[src/design/pcc_pkg.sv]
package pcc_pkg;

  // default sizing of the code table
  localparam int SYMBOLS_DEF      = 16;
  localparam int MAX_CODE_LEN_DEF = 16;

  // fixed field widths
  localparam int FUNC_W       = 2;
  localparam int INDEX_W      = 4;
  localparam int ENTRY_BITS_W = 16;
  localparam int ENTRY_LEN_W  = 5;
  localparam int KIND_W       = 2;
  localparam int COUNT_W      = 5;

  localparam logic [COUNT_W-1:0] COUNT_RESET = 5'd16;

  typedef enum logic [FUNC_W-1:0] {
    FUNC_LOAD   = 2'd0,
    FUNC_ENCODE = 2'd1,
    FUNC_DECODE = 2'd2
  } func_e;

  typedef enum logic [KIND_W-1:0] {
    KIND_BIT = 2'd0,
    KIND_SYM = 2'd1,
    KIND_ERR = 2'd2
  } kind_e;

  // summary flags rippling along the row of symbol cells
  typedef struct packed {
    logic seen;
    logic multi;
  } chain_t;

endpackage

[src/design/pcc_req_if.sv]
interface pcc_req_if import pcc_pkg::*; ();
  logic                    valid;
  logic                    ready;
  logic [FUNC_W-1:0]       func;
  logic [INDEX_W-1:0]      symbol_index;
  logic [ENTRY_BITS_W-1:0] entry_bits;
  logic [ENTRY_LEN_W-1:0]  entry_length;
  logic                    bit_in;

  modport source (output valid, func, symbol_index, entry_bits, entry_length, bit_in,
                  input ready);
  modport sink   (input valid, func, symbol_index, entry_bits, entry_length, bit_in,
                  output ready);
endinterface

[src/design/pcc_rsp_if.sv]
interface pcc_rsp_if import pcc_pkg::*; ();
  logic               valid;
  logic               ready;
  logic [KIND_W-1:0]  kind;
  logic               code_bit;
  logic [INDEX_W-1:0] decoded_symbol;
  logic               last;

  modport source (output valid, kind, code_bit, decoded_symbol, last, input ready);
  modport sink   (input valid, kind, code_bit, decoded_symbol, last, output ready);
endinterface

[src/design/pcc_cfg_if.sv]
interface pcc_cfg_if import pcc_pkg::*; ();
  logic               valid;
  logic               ready;
  logic [COUNT_W-1:0] data;

  modport source (output valid, data, input ready);
  modport sink   (input valid, data, output ready);
endinterface

[src/design/prefix_code_codec.sv]
// Prefix code codec with a row of symbol cells.
// Requests arrive on req_i (valid/ready); each carries a function code:
// load writes one table entry and gives no result, encode sends the
// symbol's codeword one bit per result on rsp_o, last on the final bit
// (a symbol at or above the count in use gives one error result instead),
// decode takes one coded bit and gives a result only when the symbol is
// found or no symbol matches. cfg_i writes the symbol count and is always ready.
// A decode result sits in the output register in the cycle after its request.
// Encode loads the codeword into a shift register that emits one bit per
// cycle while the receiver takes results. Every cell compares its codeword
// bit in the same cycle, so decode sustains one coded bit per cycle while
// no codeword is being sent and the receiver does not stall.
// When the receiver stalls, the output register holds its result and
// req_i.ready drops until that result is taken.
// Reset restarts the decoder (all symbols possible, position zero) and
// sets the symbol count to 16; table entries hold nothing until loaded.
module prefix_code_codec import pcc_pkg::*; #(
  parameter int Symbols    = SYMBOLS_DEF,
  parameter int MaxCodeLen = MAX_CODE_LEN_DEF
) (
  input  logic        clk_i,
  input  logic        rst_ni,
  pcc_req_if.sink     req_i,
  pcc_rsp_if.source   rsp_o,
  pcc_cfg_if.sink     cfg_i
);

  localparam int SymW  = $clog2(Symbols);
  localparam int LenW  = $clog2(MaxCodeLen + 1);
  localparam int CntW  = $clog2(Symbols + 1);

  logic [COUNT_W-1:0]  count_q;
  logic [CntW-1:0]     cnt_use;
  logic [LenW-1:0]     pos_q;
  logic                accept;
  logic                slot_free;
  func_e               func;
  logic [SymW-1:0]     sel;
  logic                load_ok;
  logic                enc_err;
  logic [LenW-1:0]     load_len;
  logic [MaxCodeLen-1:0] load_code;

  logic                do_load;
  logic                do_enc;
  logic                do_dec;
  logic                dec_step;
  logic                dec_restart;

  chain_t              chain  [Symbols+1];
  logic [SymW-1:0]     idx_ch [Symbols+1];
  logic [MaxCodeLen-1:0] code_arr [Symbols];
  logic [LenW-1:0]     len_arr  [Symbols];

  logic                enc_active;
  logic                enc_bit;
  logic                enc_last;
  logic                enc_take;

  logic                out_valid_q;
  kind_e               kind_q;
  logic                bit_q;
  logic [INDEX_W-1:0]  sym_q;
  logic                last_q;

  // configuration register
  assign cfg_i.ready = 1'b1;

  always_ff @(posedge clk_i or negedge rst_ni) begin
    if (!rst_ni) begin
      count_q <= COUNT_RESET;
    end else if (cfg_i.valid) begin
      count_q <= cfg_i.data;
    end
  end

  // count in use, clamped to 2 .. the table size
  always_comb begin
    if (int'(count_q) < 2) begin
      cnt_use = CntW'(2);
    end else if (int'(count_q) > Symbols) begin
      cnt_use = CntW'(Symbols);
    end else begin
      cnt_use = CntW'(count_q);
    end
  end

  // request handshake
  assign slot_free   = !out_valid_q || rsp_o.ready;
  assign req_i.ready = !enc_active && slot_free;
  assign accept      = req_i.valid && req_i.ready;
  assign func        = func_e'(req_i.func);
  assign sel         = SymW'(req_i.symbol_index);
  assign load_ok     = int'(req_i.symbol_index) < Symbols;
  assign enc_err     = int'(req_i.symbol_index) >= int'(cnt_use);

  // function decode
  always_comb begin
    do_load = 1'b0;
    do_enc  = 1'b0;
    do_dec  = 1'b0;
    case (func)
      FUNC_LOAD:   do_load = accept && load_ok;
      FUNC_ENCODE: do_enc  = accept;
      FUNC_DECODE: do_dec  = accept;
      default: ;
    endcase
  end

  // load length clamped to 1 .. MaxCodeLen
  always_comb begin
    if (req_i.entry_length == '0) begin
      load_len = LenW'(1);
    end else if (int'(req_i.entry_length) > MaxCodeLen) begin
      load_len = LenW'(MaxCodeLen);
    end else begin
      load_len = LenW'(req_i.entry_length);
    end
  end

  // codeword bits beyond the length are cleared
  for (genvar j = 0; j < MaxCodeLen; j++) begin : g_code
    if (j < ENTRY_BITS_W) begin : g_bit
      assign load_code[j] = req_i.entry_bits[j] && (j < int'(load_len));
    end else begin : g_pad
      assign load_code[j] = 1'b0;
    end
  end

  // row of symbol cells
  assign chain[0]  = '0;
  assign idx_ch[0] = '0;

  for (genvar g = 0; g < Symbols; g++) begin : g_cell
    pcc_cell #(
      .Index      (g),
      .SymW       (SymW),
      .MaxCodeLen (MaxCodeLen)
    ) u_cell (
      .clk_i      (clk_i),
      .rst_ni     (rst_ni),
      .wr_i       (do_load && (sel == SymW'(g))),
      .wr_code_i  (load_code),
      .wr_len_i   (load_len),
      .dec_i      (dec_step),
      .restart_i  (dec_restart),
      .eligible_i (CntW'(g) < cnt_use),
      .pos_i      (pos_q),
      .bit_i      (req_i.bit_in),
      .chain_i    (chain[g]),
      .idx_i      (idx_ch[g]),
      .chain_o    (chain[g+1]),
      .idx_o      (idx_ch[g+1]),
      .code_o     (code_arr[g]),
      .len_o      (len_arr[g])
    );
  end

  // decode outcome: more than one left keeps going, else restart
  assign dec_step    = do_dec && chain[Symbols].multi;
  assign dec_restart = do_dec && !chain[Symbols].multi;

  // bit position
  always_ff @(posedge clk_i or negedge rst_ni) begin
    if (!rst_ni) begin
      pos_q <= '0;
    end else if (dec_restart) begin
      pos_q <= '0;
    end else if (dec_step && (int'(pos_q) < MaxCodeLen)) begin
      pos_q <= pos_q + LenW'(1);
    end
  end

  // codeword serializer
  assign enc_take = slot_free;

  pcc_encoder #(
    .MaxCodeLen (MaxCodeLen)
  ) u_encoder (
    .clk_i    (clk_i),
    .rst_ni   (rst_ni),
    .start_i  (do_enc && !enc_err),
    .code_i   (code_arr[sel]),
    .len_i    (len_arr[sel]),
    .take_i   (enc_take),
    .active_o (enc_active),
    .bit_o    (enc_bit),
    .last_o   (enc_last)
  );

  // output register
  always_ff @(posedge clk_i or negedge rst_ni) begin
    if (!rst_ni) begin
      out_valid_q <= 1'b0;
    end else if (slot_free) begin
      out_valid_q <= enc_active || (do_enc && enc_err) || dec_restart;
    end
  end

  always_ff @(posedge clk_i) begin
    if (slot_free) begin
      if (enc_active) begin
        kind_q <= KIND_BIT;
        bit_q  <= enc_bit;
        sym_q  <= '0;
        last_q <= enc_last;
      end else if (dec_restart && chain[Symbols].seen) begin
        kind_q <= KIND_SYM;
        bit_q  <= 1'b0;
        sym_q  <= INDEX_W'(idx_ch[Symbols]);
        last_q <= 1'b1;
      end else begin
        kind_q <= KIND_ERR;
        bit_q  <= 1'b0;
        sym_q  <= '0;
        last_q <= 1'b1;
      end
    end
  end

  assign rsp_o.valid          = out_valid_q;
  assign rsp_o.kind           = kind_q;
  assign rsp_o.code_bit       = bit_q;
  assign rsp_o.decoded_symbol = sym_q;
  assign rsp_o.last           = last_q;

  // no new request while a codeword is being sent
  a_busy_blocks: assert property (@(posedge clk_i) disable iff (!rst_ni)
    enc_active |-> !req_i.ready)
    else $error("request taken while encoder busy");

  // a finished decode restarts at bit position zero
  a_restart_pos: assert property (@(posedge clk_i) disable iff (!rst_ni)
    dec_restart |=> (pos_q == '0))
    else $error("decoder did not restart");

  // encode of an unused symbol gives a single error result
  a_enc_err: assert property (@(posedge clk_i) disable iff (!rst_ni)
    (do_enc && enc_err) |=> (out_valid_q && (kind_q == KIND_ERR) && last_q && !enc_active))
    else $error("missing encode error result");

endmodule

[src/design/pcc_cell.sv]
module pcc_cell import pcc_pkg::*; #(
  parameter int Index      = 0,
  parameter int SymW       = 4,
  parameter int MaxCodeLen = MAX_CODE_LEN_DEF
) (
  input  logic                                 clk_i,
  input  logic                                 rst_ni,
  // table write
  input  logic                                 wr_i,
  input  logic [MaxCodeLen-1:0]                wr_code_i,
  input  logic [$clog2(MaxCodeLen+1)-1:0]      wr_len_i,
  // decode step
  input  logic                                 dec_i,
  input  logic                                 restart_i,
  input  logic                                 eligible_i,
  input  logic [$clog2(MaxCodeLen+1)-1:0]      pos_i,
  input  logic                                 bit_i,
  // neighbor chain
  input  chain_t                               chain_i,
  input  logic [SymW-1:0]                      idx_i,
  output chain_t                               chain_o,
  output logic [SymW-1:0]                      idx_o,
  // table read for encode
  output logic [MaxCodeLen-1:0]                code_o,
  output logic [$clog2(MaxCodeLen+1)-1:0]      len_o
);

  localparam int LenW = $clog2(MaxCodeLen + 1);
  localparam int BitW = $clog2(MaxCodeLen);

  logic [MaxCodeLen-1:0] code_q;
  logic [LenW-1:0]       len_q;
  logic                  alive_q;
  logic                  keep;

  // table entry storage
  always_ff @(posedge clk_i) begin
    if (wr_i) begin
      code_q <= wr_code_i;
      len_q  <= wr_len_i;
    end
  end

  // symbol survives if its codeword has the same bit at this position
  always_comb begin
    keep = 1'b0;
    if (alive_q && eligible_i && (pos_i < len_q)) begin
      keep = (code_q[pos_i[BitW-1:0]] == bit_i);
    end
  end

  // still-possible flag
  always_ff @(posedge clk_i or negedge rst_ni) begin
    if (!rst_ni) begin
      alive_q <= 1'b1;
    end else if (restart_i) begin
      alive_q <= 1'b1;
    end else if (dec_i) begin
      alive_q <= keep;
    end
  end

  // fold this cell into the running summary
  assign chain_o.seen  = chain_i.seen | keep;
  assign chain_o.multi = chain_i.multi | (chain_i.seen & keep);
  assign idx_o         = idx_i | (keep ? SymW'(Index) : '0);

  assign code_o = code_q;
  assign len_o  = len_q;

endmodule

[src/design/pcc_encoder.sv]
module pcc_encoder import pcc_pkg::*; #(
  parameter int MaxCodeLen = MAX_CODE_LEN_DEF
) (
  input  logic                            clk_i,
  input  logic                            rst_ni,
  input  logic                            start_i,
  input  logic [MaxCodeLen-1:0]           code_i,
  input  logic [$clog2(MaxCodeLen+1)-1:0] len_i,
  input  logic                            take_i,
  output logic                            active_o,
  output logic                            bit_o,
  output logic                            last_o
);

  localparam int LenW = $clog2(MaxCodeLen + 1);

  logic [MaxCodeLen-1:0] shift_q;
  logic [LenW-1:0]       rem_q;
  logic                  active_q;
  logic                  last_bit;

  assign last_bit = (rem_q <= LenW'(1));

  // codeword shifter, first bit in the low end
  always_ff @(posedge clk_i) begin
    if (start_i) begin
      shift_q <= code_i;
      rem_q   <= len_i;
    end else if (active_q && take_i) begin
      shift_q <= shift_q >> 1;
      rem_q   <= rem_q - LenW'(1);
    end
  end

  // busy while bits remain
  always_ff @(posedge clk_i or negedge rst_ni) begin
    if (!rst_ni) begin
      active_q <= 1'b0;
    end else if (start_i) begin
      active_q <= 1'b1;
    end else if (active_q && take_i && last_bit) begin
      active_q <= 1'b0;
    end
  end

  assign active_o = active_q;
  assign bit_o    = shift_q[0];
  assign last_o   = last_bit;

endmodule

[src/flat_wrapper.sv]
// flat-port wrapper written by rule: the top's interface ports become plain ports
module prefix_code_codec_flat import pcc_pkg::*;
#(
  parameter int Symbols    = SYMBOLS_DEF,
  parameter int MaxCodeLen = MAX_CODE_LEN_DEF
)
  (clk_i, rst_ni, req_i_valid, req_i_func, req_i_symbol_index, req_i_entry_bits, req_i_entry_length, req_i_bit_in, req_i_ready, rsp_o_valid, rsp_o_kind, rsp_o_code_bit, rsp_o_decoded_symbol, rsp_o_last, rsp_o_ready, cfg_i_valid, cfg_i_data, cfg_i_ready);
  pcc_req_if req_i_i ();
  pcc_rsp_if rsp_o_i ();
  pcc_cfg_if cfg_i_i ();
  input  logic clk_i;
  input  logic rst_ni;
  input wire logic [$bits(req_i_i.valid)-1:0] req_i_valid;
  input wire logic [$bits(req_i_i.func)-1:0] req_i_func;
  input wire logic [$bits(req_i_i.symbol_index)-1:0] req_i_symbol_index;
  input wire logic [$bits(req_i_i.entry_bits)-1:0] req_i_entry_bits;
  input wire logic [$bits(req_i_i.entry_length)-1:0] req_i_entry_length;
  input wire logic [$bits(req_i_i.bit_in)-1:0] req_i_bit_in;
  output wire logic [$bits(req_i_i.ready)-1:0] req_i_ready;
  output wire logic [$bits(rsp_o_i.valid)-1:0] rsp_o_valid;
  output wire logic [$bits(rsp_o_i.kind)-1:0] rsp_o_kind;
  output wire logic [$bits(rsp_o_i.code_bit)-1:0] rsp_o_code_bit;
  output wire logic [$bits(rsp_o_i.decoded_symbol)-1:0] rsp_o_decoded_symbol;
  output wire logic [$bits(rsp_o_i.last)-1:0] rsp_o_last;
  input wire logic [$bits(rsp_o_i.ready)-1:0] rsp_o_ready;
  input wire logic [$bits(cfg_i_i.valid)-1:0] cfg_i_valid;
  input wire logic [$bits(cfg_i_i.data)-1:0] cfg_i_data;
  output wire logic [$bits(cfg_i_i.ready)-1:0] cfg_i_ready;
  assign req_i_i.valid = req_i_valid;
  assign req_i_i.func = req_i_func;
  assign req_i_i.symbol_index = req_i_symbol_index;
  assign req_i_i.entry_bits = req_i_entry_bits;
  assign req_i_i.entry_length = req_i_entry_length;
  assign req_i_i.bit_in = req_i_bit_in;
  assign req_i_ready = req_i_i.ready;
  assign rsp_o_valid = rsp_o_i.valid;
  assign rsp_o_kind = rsp_o_i.kind;
  assign rsp_o_code_bit = rsp_o_i.code_bit;
  assign rsp_o_decoded_symbol = rsp_o_i.decoded_symbol;
  assign rsp_o_last = rsp_o_i.last;
  assign rsp_o_i.ready = rsp_o_ready;
  assign cfg_i_i.valid = cfg_i_valid;
  assign cfg_i_i.data = cfg_i_data;
  assign cfg_i_ready = cfg_i_i.ready;
  prefix_code_codec #(.Symbols(Symbols), .MaxCodeLen(MaxCodeLen)) u_core (.clk_i(clk_i), .rst_ni(rst_ni), .req_i(req_i_i), .rsp_o(rsp_o_i), .cfg_i(cfg_i_i));
endmodule
[config.mk]
export PLATFORM = sky130hd
export DESIGN_NAME = prefix_code_codec_flat
export DESIGN_NICKNAME = d
export VERILOG_FILES = /design/src/design/pcc_pkg.sv /design/src/design/pcc_req_if.sv /design/src/design/pcc_rsp_if.sv /design/src/design/pcc_cfg_if.sv /design/src/design/prefix_code_codec.sv /design/src/design/pcc_cell.sv /design/src/design/pcc_encoder.sv /design/src/flat_wrapper.sv
export SDC_FILE = /design/constraint.sdc
export NUM_CORES = 1
export LEC_CHECK = 0
export BUFFER_PORTS_ARGS = -buffer_cell sky130_fd_sc_hd__buf_2
export CORE_ASPECT_RATIO = 0.7
export CORE_MARGIN = 2
export CORE_UTILIZATION = 60
export DETAILED_ROUTE_END_ITERATION = 8
export HOLD_SLACK_MARGIN = 0.08
export PLACE_DENSITY = 0.77
export SLEW_MARGIN = 0
export SYNTH_ARGS = -nofsm -noshare
export SYNTH_HDL_FRONTEND = slang
export SYNTH_SLANG_ARGS = --single-unit
[constraint.sdc]
create_clock -name clk_i -period 4.3 [get_ports clk_i]
set_clock_uncertainty 0.05 [all_clocks]
set_input_delay 0.645 -clock clk_i [delete_from_list [all_inputs] [get_ports clk_i]]
set_output_delay 0.645 -clock clk_i [all_outputs]
set_load 0.05 [all_outputs]
==> results of run 1 <==
[per-layer routing]
metal  vias up  GRT usage [%]
li1       5072              -
met1      6394           51.9
met2      1074           47.5
met3        99           14.1
met4         0           8.18
met5         -              0
[layout make-up]
type,instances,area [um^2]
Sequential cell,393,11700
Fill cell,2091,10200
Multi-Input combinational cell,652,7400
Clock buffer,51,1030
Timing Repair Buffer,125,930
Tap cell,427,534
Inverter,83,312
Clock inverter,17,213
[flip-flops by register name (all words and copies together) (netlist names)]
signal	count
u_core.u_encoder.rem_q	5
u_core.u_encoder.shift_q	16
u_core.rsp_o.code_bit	1
u_core.rsp_o.last	1
u_core.rsp_o.decoded_symbol	4
u_core.g_cell.u_cell.alive_q	16
u_core.rsp_o.valid	1
u_core.count_q	5
u_core.g_cell.u_cell.code_o	256
u_core.rsp_o.kind	2
u_core.g_cell.u_cell.len_o	80
u_core.u_encoder.active_o	1
u_core.pos_q	5
[worst max-delay path, cell delays in order (launching register included)]
cell	delay, ns
dfrtp_4	0.66
buf_12	0.25
mux4_2	0.53
a22oi_1	0.58
nand3_1	0.14
nor3b_1	0.17
buf_4	0.17
nor4_1	0.23
a32oi_1	0.14
a211o_1	0.32
a21oi_4	0.23
and2_1	0.26
a21oi_1	0.09
[per-stage QoR]
step / total power [uW] / util (%)
after floorplan: 6370 / -
after global placement: 7140 / 64.6
after detailed placement: 7190 / 64.6
after CTS: 10600 / 68.5
after global routing: 11000 / 68.5
final: 10600 / 68.5
[kinds of logic (layout without fill, tap and decap cells)]
kind of cell | Yosys count | after routing | share of synthesized area (%)
compound gates | 193 | 193 | 6.91
xor+xnor | 6 | 6 | 0.267
fa+ha+maj | 71 | 71 | 4.51
buf+inv | 154 | 276 | 3.34
flops | 393 | 393 | 59.4
mux | 194 | 194 | 20.7
other cells | 1 | 1 | 0.0191
simple gates | 187 | 187 | 4.85
[placed cells by master, fill, tap and decap left out, types with 4 or more instances in the layout]
| master | Yosys | final |
|---|---|---|
| mux4_2 | 169 | 169 |
| a31oi_1 | 8 | 8 |
| buf_12 | 0 | 8 |
| o211ai_1 | 18 | 18 |
| nor3b_1 | 11 | 11 |
| o22a_1 | 16 | 16 |
| clkbuf_1 | 42 | 11 |
| a22oi_1 | 33 | 33 |
| buf_4 | 7 | 71 |
| dfrtp_1 | 11 | 9 |
| o21a_1 | 10 | 10 |
| inv_1 | 83 | 83 |
| nor3_1 | 20 | 16 |
| and2_1 | 6 | 6 |
| nor2_2 | 0 | 12 |
| clkbuf_16 | 0 | 39 |
| clkinv_1 | 0 | 4 |
| a21oi_1 | 28 | 28 |
| mux2i_1 | 6 | 6 |
| nor3_2 | 0 | 4 |
| nand2b_1 | 25 | 25 |
| nand3_1 | 14 | 14 |
| buf_2 | 6 | 45 |
| nand2_1 | 29 | 29 |
| a2111oi_0 | 7 | 7 |
| edfxtp_1 | 365 | 365 |
| dfstp_2 | 17 | 17 |
| nor2b_1 | 16 | 16 |
| bufinv_16 | 0 | 5 |
| mux2_2 | 19 | 19 |
| and3_1 | 8 | 8 |
| nor2_1 | 48 | 36 |
| o21ai_0 | 30 | 30 |
| ha_1 | 71 | 71 |
| clkinv_2 | 0 | 6 |
| xnor2_1 | 4 | 4 |
| a211oi_1 | 13 | 13 |
[power groups by stage]
stage / combinational, uW / sequential [uW] / clock, uW
floorplan: 1720 / 4650 / 0
global placement: 2420 / 4720 / 0
detailed placement: 2460 / 4730 / 0
CTS: 2480 / 4650 / 3450
global route: 2700 / 4670 / 3590
finish: 2540 / 4660 / 3430
[final timing paths]
kind,from,end,slack [ns],depth (start not counted)
setup / recovery,u_core.pos_q[0],u_core.rsp_o.kind[1],0.17,12
hold / removal,rst_ni,u_core.u_encoder.active_o,0.1,1
setup reg to reg,u_core.pos_q[0],u_core.rsp_o.kind[1],0.17,12
hold reg to reg,u_core.u_encoder.shift_q[0],u_core.rsp_o.code_bit,0.49,1
max in group asynchronous,rst_ni,u_core.pos_q[0],3.55,1
min in group clk_i,cfg_i_data[4],u_core.count_q[4],0.27,3
==> run_results.csv, run 1 <==
group,metric,value,unit
cells_and_area,syn_to_final_growth,12.3,%
clocking,cts_resized,0,
yosys,netlist_instances,1199,
cells_and_area,fin_cells,1748,
yosys,yosysWarnings,0,
die,die_area,34300,um^2
yosys,yosys.area.top_type,"edfxtp_1",
yosys,synth_most_common_cell,"edfxtp_1",
global_routing,grtUsageTotal,34.6,%
die,die-height,156,um
placed_design,dpl.cell_count,1680,
die,num_io_pins,49,
detailed_routing,top_layer,"met4",
cells_and_area,final_layout_size_suffix_gt1_share,30.6,%
yosys,avgSynthCellArea,16.4,um^2
sta,slew-limit-headroom,15.9,%
setup_path,cp_data_required_time,4.53,ns
yosys,synth_edf_count,365,
global_routing,grt_max_degree,72,
clocking,cts.clk_slew.worst_paths,0.06,ns
detailed_routing,drt_first_pass_iters,5,
sta,finalSetupTns,0,ns
detailed_routing,antenna_left,0,
pwr,power_leakage,0.00779,uW
global_routing,grt_pass1_wl,83.5,mm
yosys,synth.top_cell.area_share,55.7,%
pwr,swShare,28.7,%
sta,drv_slew,0,
cells_and_area,nets,1402,
sta,fin_crit_sh,95.9,%
yosys,synth_nets,1308,
die,die_x,220,um
clocking,cts_tree,"built",
sta,fin_crit,4.13,ns
yosys,yosysSeqAreaShare,59.4,%
global_routing,grt_remaining_overflow,0,
detailed_routing,route.met3.wl,10.1,mm
clocking,numCtsBuffers,38,
clocking,htree_levels,2,
placed_design,dp_slack,0.316,ns
setup_path,cp_max_fo,21,
setup_path,setup.worst_path.start_class,"flip-flop",
clocking,hold_buffers,0,
outcome,status,"completed",
placed_design,portBuffers,47,
placed_design,gp_congestion,0.964,
clocking,clockBufferDepth,3,
yosys,synth-seq-cells,393,
cells_and_area,final_area,22100,um^2
sta,tightest_slew,1.26,ns
yosys,synthTopCellsByCount,"edfxtp_1, mux4_2, inv_1, ha_1, nor2_1",
pwr,p_seq_share,43.8,%
sta,hold_viol_final,0,
detailed_routing,vias,12600,
sta,setup_viol_count_final,0,
die,rows,55,
detailed_routing,wl_met1,21.8,mm
pwr,combPwrFrac,23.9,%
yosys,synth_area,19700,um^2
setup_path,critPathKind,"reg2reg",
pwr,power_switching,3050,uW
sta,rsz0062_at_grt,"false",
placed_design,hpwlAfterDp,39.7,mm
global_routing,antenna_found_initial,1,
detailed_routing,routedWlPerCell,32.8,um
sta,fin_ws,0.175,ns
pwr,pwr_density_cell,481,nW/um^2
pwr,irDropWorstVdd,0.384,mV
cells_and_area,insertedDiodeCount,0,
pwr,clkPwrFrac,32.3,%
sta,timing.hold.ws,0.0999,ns
yosys,synth_top_flop_cell,"edfxtp_1",
clocking,cts_sinks,393,
die,coreArea,32300,um^2
die,initial_core_util,61.0,%
setup_path,cp_data_arrival_time,4.36,ns
detailed_routing,routed_wl,57.3,mm
clocking,clock_latency,0.56,ns
detailed_routing,first_iter_violations,1932,
detailed_routing,vias_per_cell,7.23,
pwr,internal-power,7590,uW
global_routing,first_global_vias,12300,
worst_hold_path,worstHoldPathType,"in2async",
detailed_routing,drc,0,
clocking,clockRootBuffer,"clkbuf_16",
clocking,postCtsSetupRepairBufs,0,
placed_design,detailed_place.area,20900,um^2
yosys,synth-async-reset-ratio,7.12,%
detailed_routing,wl_met2,24.3,mm
setup_path,worstSetupEndpointType,"flip-flop",
sta,fmax,242,MHz
yosys,yosysUniqueCellTypes,58,
job,drv_cap,0,
yosys,synth_top_cells_by_area,"edfxtp_1, mux4_2, ha_1",
No activity file was read; power rests on OpenSTA's default activity.
==> inputs of run 2 (changes only) <==
Settings changed: CTS_BUF_LIST set to sky130_fd_sc_hd__clkbuf_8 sky130_fd_sc_hd__clkbuf_16.
==> run_results.csv, run 2 (synthesis results as in run 1) <==
group,metric,value,unit
clocking,cts_tree,"built",
clocking,postCtsSetupRepairBufs,0,
detailed_routing,antenna_left,0,
sta,hold_viol_final,0,
global_routing,grt_pass1_wl,83.5,mm
global_routing,grt_remaining_overflow,0,
sta,fin_crit_sh,95.9,%
sta,fin_crit,4.13,ns
die,die-height,156,um
global_routing,grt_max_degree,72,
setup_path,critPathKind,"reg2reg",
setup_path,cp_data_required_time,4.53,ns
setup_path,cp_data_arrival_time,4.36,ns
clocking,cts_sinks,393,
detailed_routing,vias_per_cell,7.23,
cells_and_area,seq_area,11700,um^2
cells_and_area,final_layout_size_suffix_gt1_share,30.6,%
detailed_routing,first_iter_violations,1929,
sta,drv_slew,0,
die,die_area,34300,um^2
clocking,clock_latency,0.56,ns
cells_and_area,fin_util,68.5,%
cells_and_area,nets,1402,
clocking,cts.clk_slew.worst_paths,0.06,ns
sta,rsz0062_at_grt,"false",
worst_hold_path,worstHoldPathType,"in2async",
clocking,clockRootBuffer,"clkbuf_16",
sta,slew-limit-headroom,12.5,%
setup_path,cpMaxStageDelayCell,"dfrtp_4",
sta,fin_ws,0.175,ns
cells_and_area,nFillCells,2091,
sta,timing.hold.ws,0.105,ns
global_routing,antenna_found_initial,1,
placed_design,portBuffers,47,
detailed_routing,drc,0,
die,num_io_pins,49,
clocking,cts_resized,0,
outcome,status,"completed",
job,drv_cap,0,
cells_and_area,multi_input_area,7400,um^2
placed_design,hpwlAfterDp,39.7,mm
sta,setup_viol_count_final,0,
global_routing,grtUsageTotal,34.6,%
detailed_routing,routed_wl,57.3,mm
detailed_routing,routedWlPerCell,32.8,um
cells_and_area,insertedDiodeCount,0,
die,coreArea,32300,um^2
die,die_x,220,um
clocking,hold_buffers,0,
detailed_routing,drt_first_pass_iters,5,
sta,fmax,242,MHz
placed_design,dp_slack,0.316,ns
setup_path,crit_family,"compound AO/OA/AOI/OAI gates",
pwr,pwr_density_cell,480,nW/um^2
setup_path,crit_path_cell_trace,"buf_12 -> mux4_2 -> a22oi_1 -> nand3_1 -> nor3b_1 -> buf_4 -> nor4_1 -> a32oi_1 -> a211o_1 -> a21oi_4 -> and2_1 -> a21oi_1",
sta,tightest_slew,1.31,ns
setup_path,setup.worst_path.start_class,"flip-flop",
placed_design,gp_congestion,0.964,
clocking,numCtsBuffers,38,
cells_and_area,largest_reg_flops,256,
cells_and_area,final_common_cell,"edfxtp_1",
setup_path,critPathBufInv,2,
die,rows,55,
clocking,clockBufferDepth,3,
pwr,power_leakage,0.00784,uW
setup_path,worstSetupEndpointType,"flip-flop",
detailed_routing,vias,12600,
sta,finalSetupTns,0,ns
pwr,irDropWorstVdd,0.384,mV
cells_and_area,syn_to_final_growth,12.3,%
die,initial_core_util,61.0,%
global_routing,first_global_vias,12300,
clocking,htree_levels,2,
cells_and_area,final_cell_mix,"edfxtp_1, mux4_2, inv_1, ha_1, buf_4",
setup_path,cp_max_fo,21,
pwr,p_total,10600,uW
setup_path,max_stage_delay,0.66,ns
==> run 2: changes by cell type in the layout (fill, tap and decap cells not counted) <==
cell      delta
clkbuf_1    -11
inv_1       +11
==> run 2: area by class of cell <==
class	count	share of cell area, %
Multi-Input combinational cell	652	33.5
Clock inverter	28	1.15
Clock buffer	40	4.48
Inverter	83	1.41
Sequential cell	393	52.9
Timing Repair Buffer	125	4.21
Tap cell	427	2.42
==> run 2: where the power goes <==
group | switching, uW | total [uW] | internal [uW] | leakage (uW)
combinational | 1390 | 2540 | 1150 | 0.00354
sequential | 210 | 4660 | 4450 | 0.00364
clock | 1440 | 3410 | 1960 | 0.000655
total | 3040 | 10600 | 7560 | 0.00784
==> run 2: final timing paths <==
path                       slack (ns)                        start                         to  depth (start not counted)
setup / recovery                 0.17              u_core.pos_q[0]       u_core.rsp_o.kind[1]                         12
hold / removal                   0.10                       rst_ni  u_core.u_encoder.active_o                          1
setup reg to reg                 0.17              u_core.pos_q[0]       u_core.rsp_o.kind[1]                         12
hold reg to reg                  0.49  u_core.u_encoder.shift_q[0]      u_core.rsp_o.code_bit                          1
max in group asynchronous        3.54                       rst_ni            u_core.pos_q[0]                          1
min in group clk_i               0.28                cfg_i_data[4]          u_core.count_q[4]                          3
==> run 2: routing by layer <==
| layer | wire (um) | GRT usage (%) | share of wire [%] | up-vias |
|---|---|---|---|---|
| met5 | 0 | 0 | 0 | - |
| met4 | 1310 | 8.18 | 2.3 | 0 |
| met3 | 9840 | 14.1 | 17 | 107 |
| met2 | 24100 | 47.5 | 42 | 1038 |
| met1 | 22000 | 51.9 | 38 | 6434 |
| li1 | - | - | - | 5066 |
==> run 2: through the flow <==
step | std cells | area (um^2)
after floorplan | 1199 | 19700
after global placement | 1680 | 20900
after detailed placement | 1680 | 20900
after CTS | 1748 | 22100
after global routing | 1748 | 22100
final | 1748 | 22100
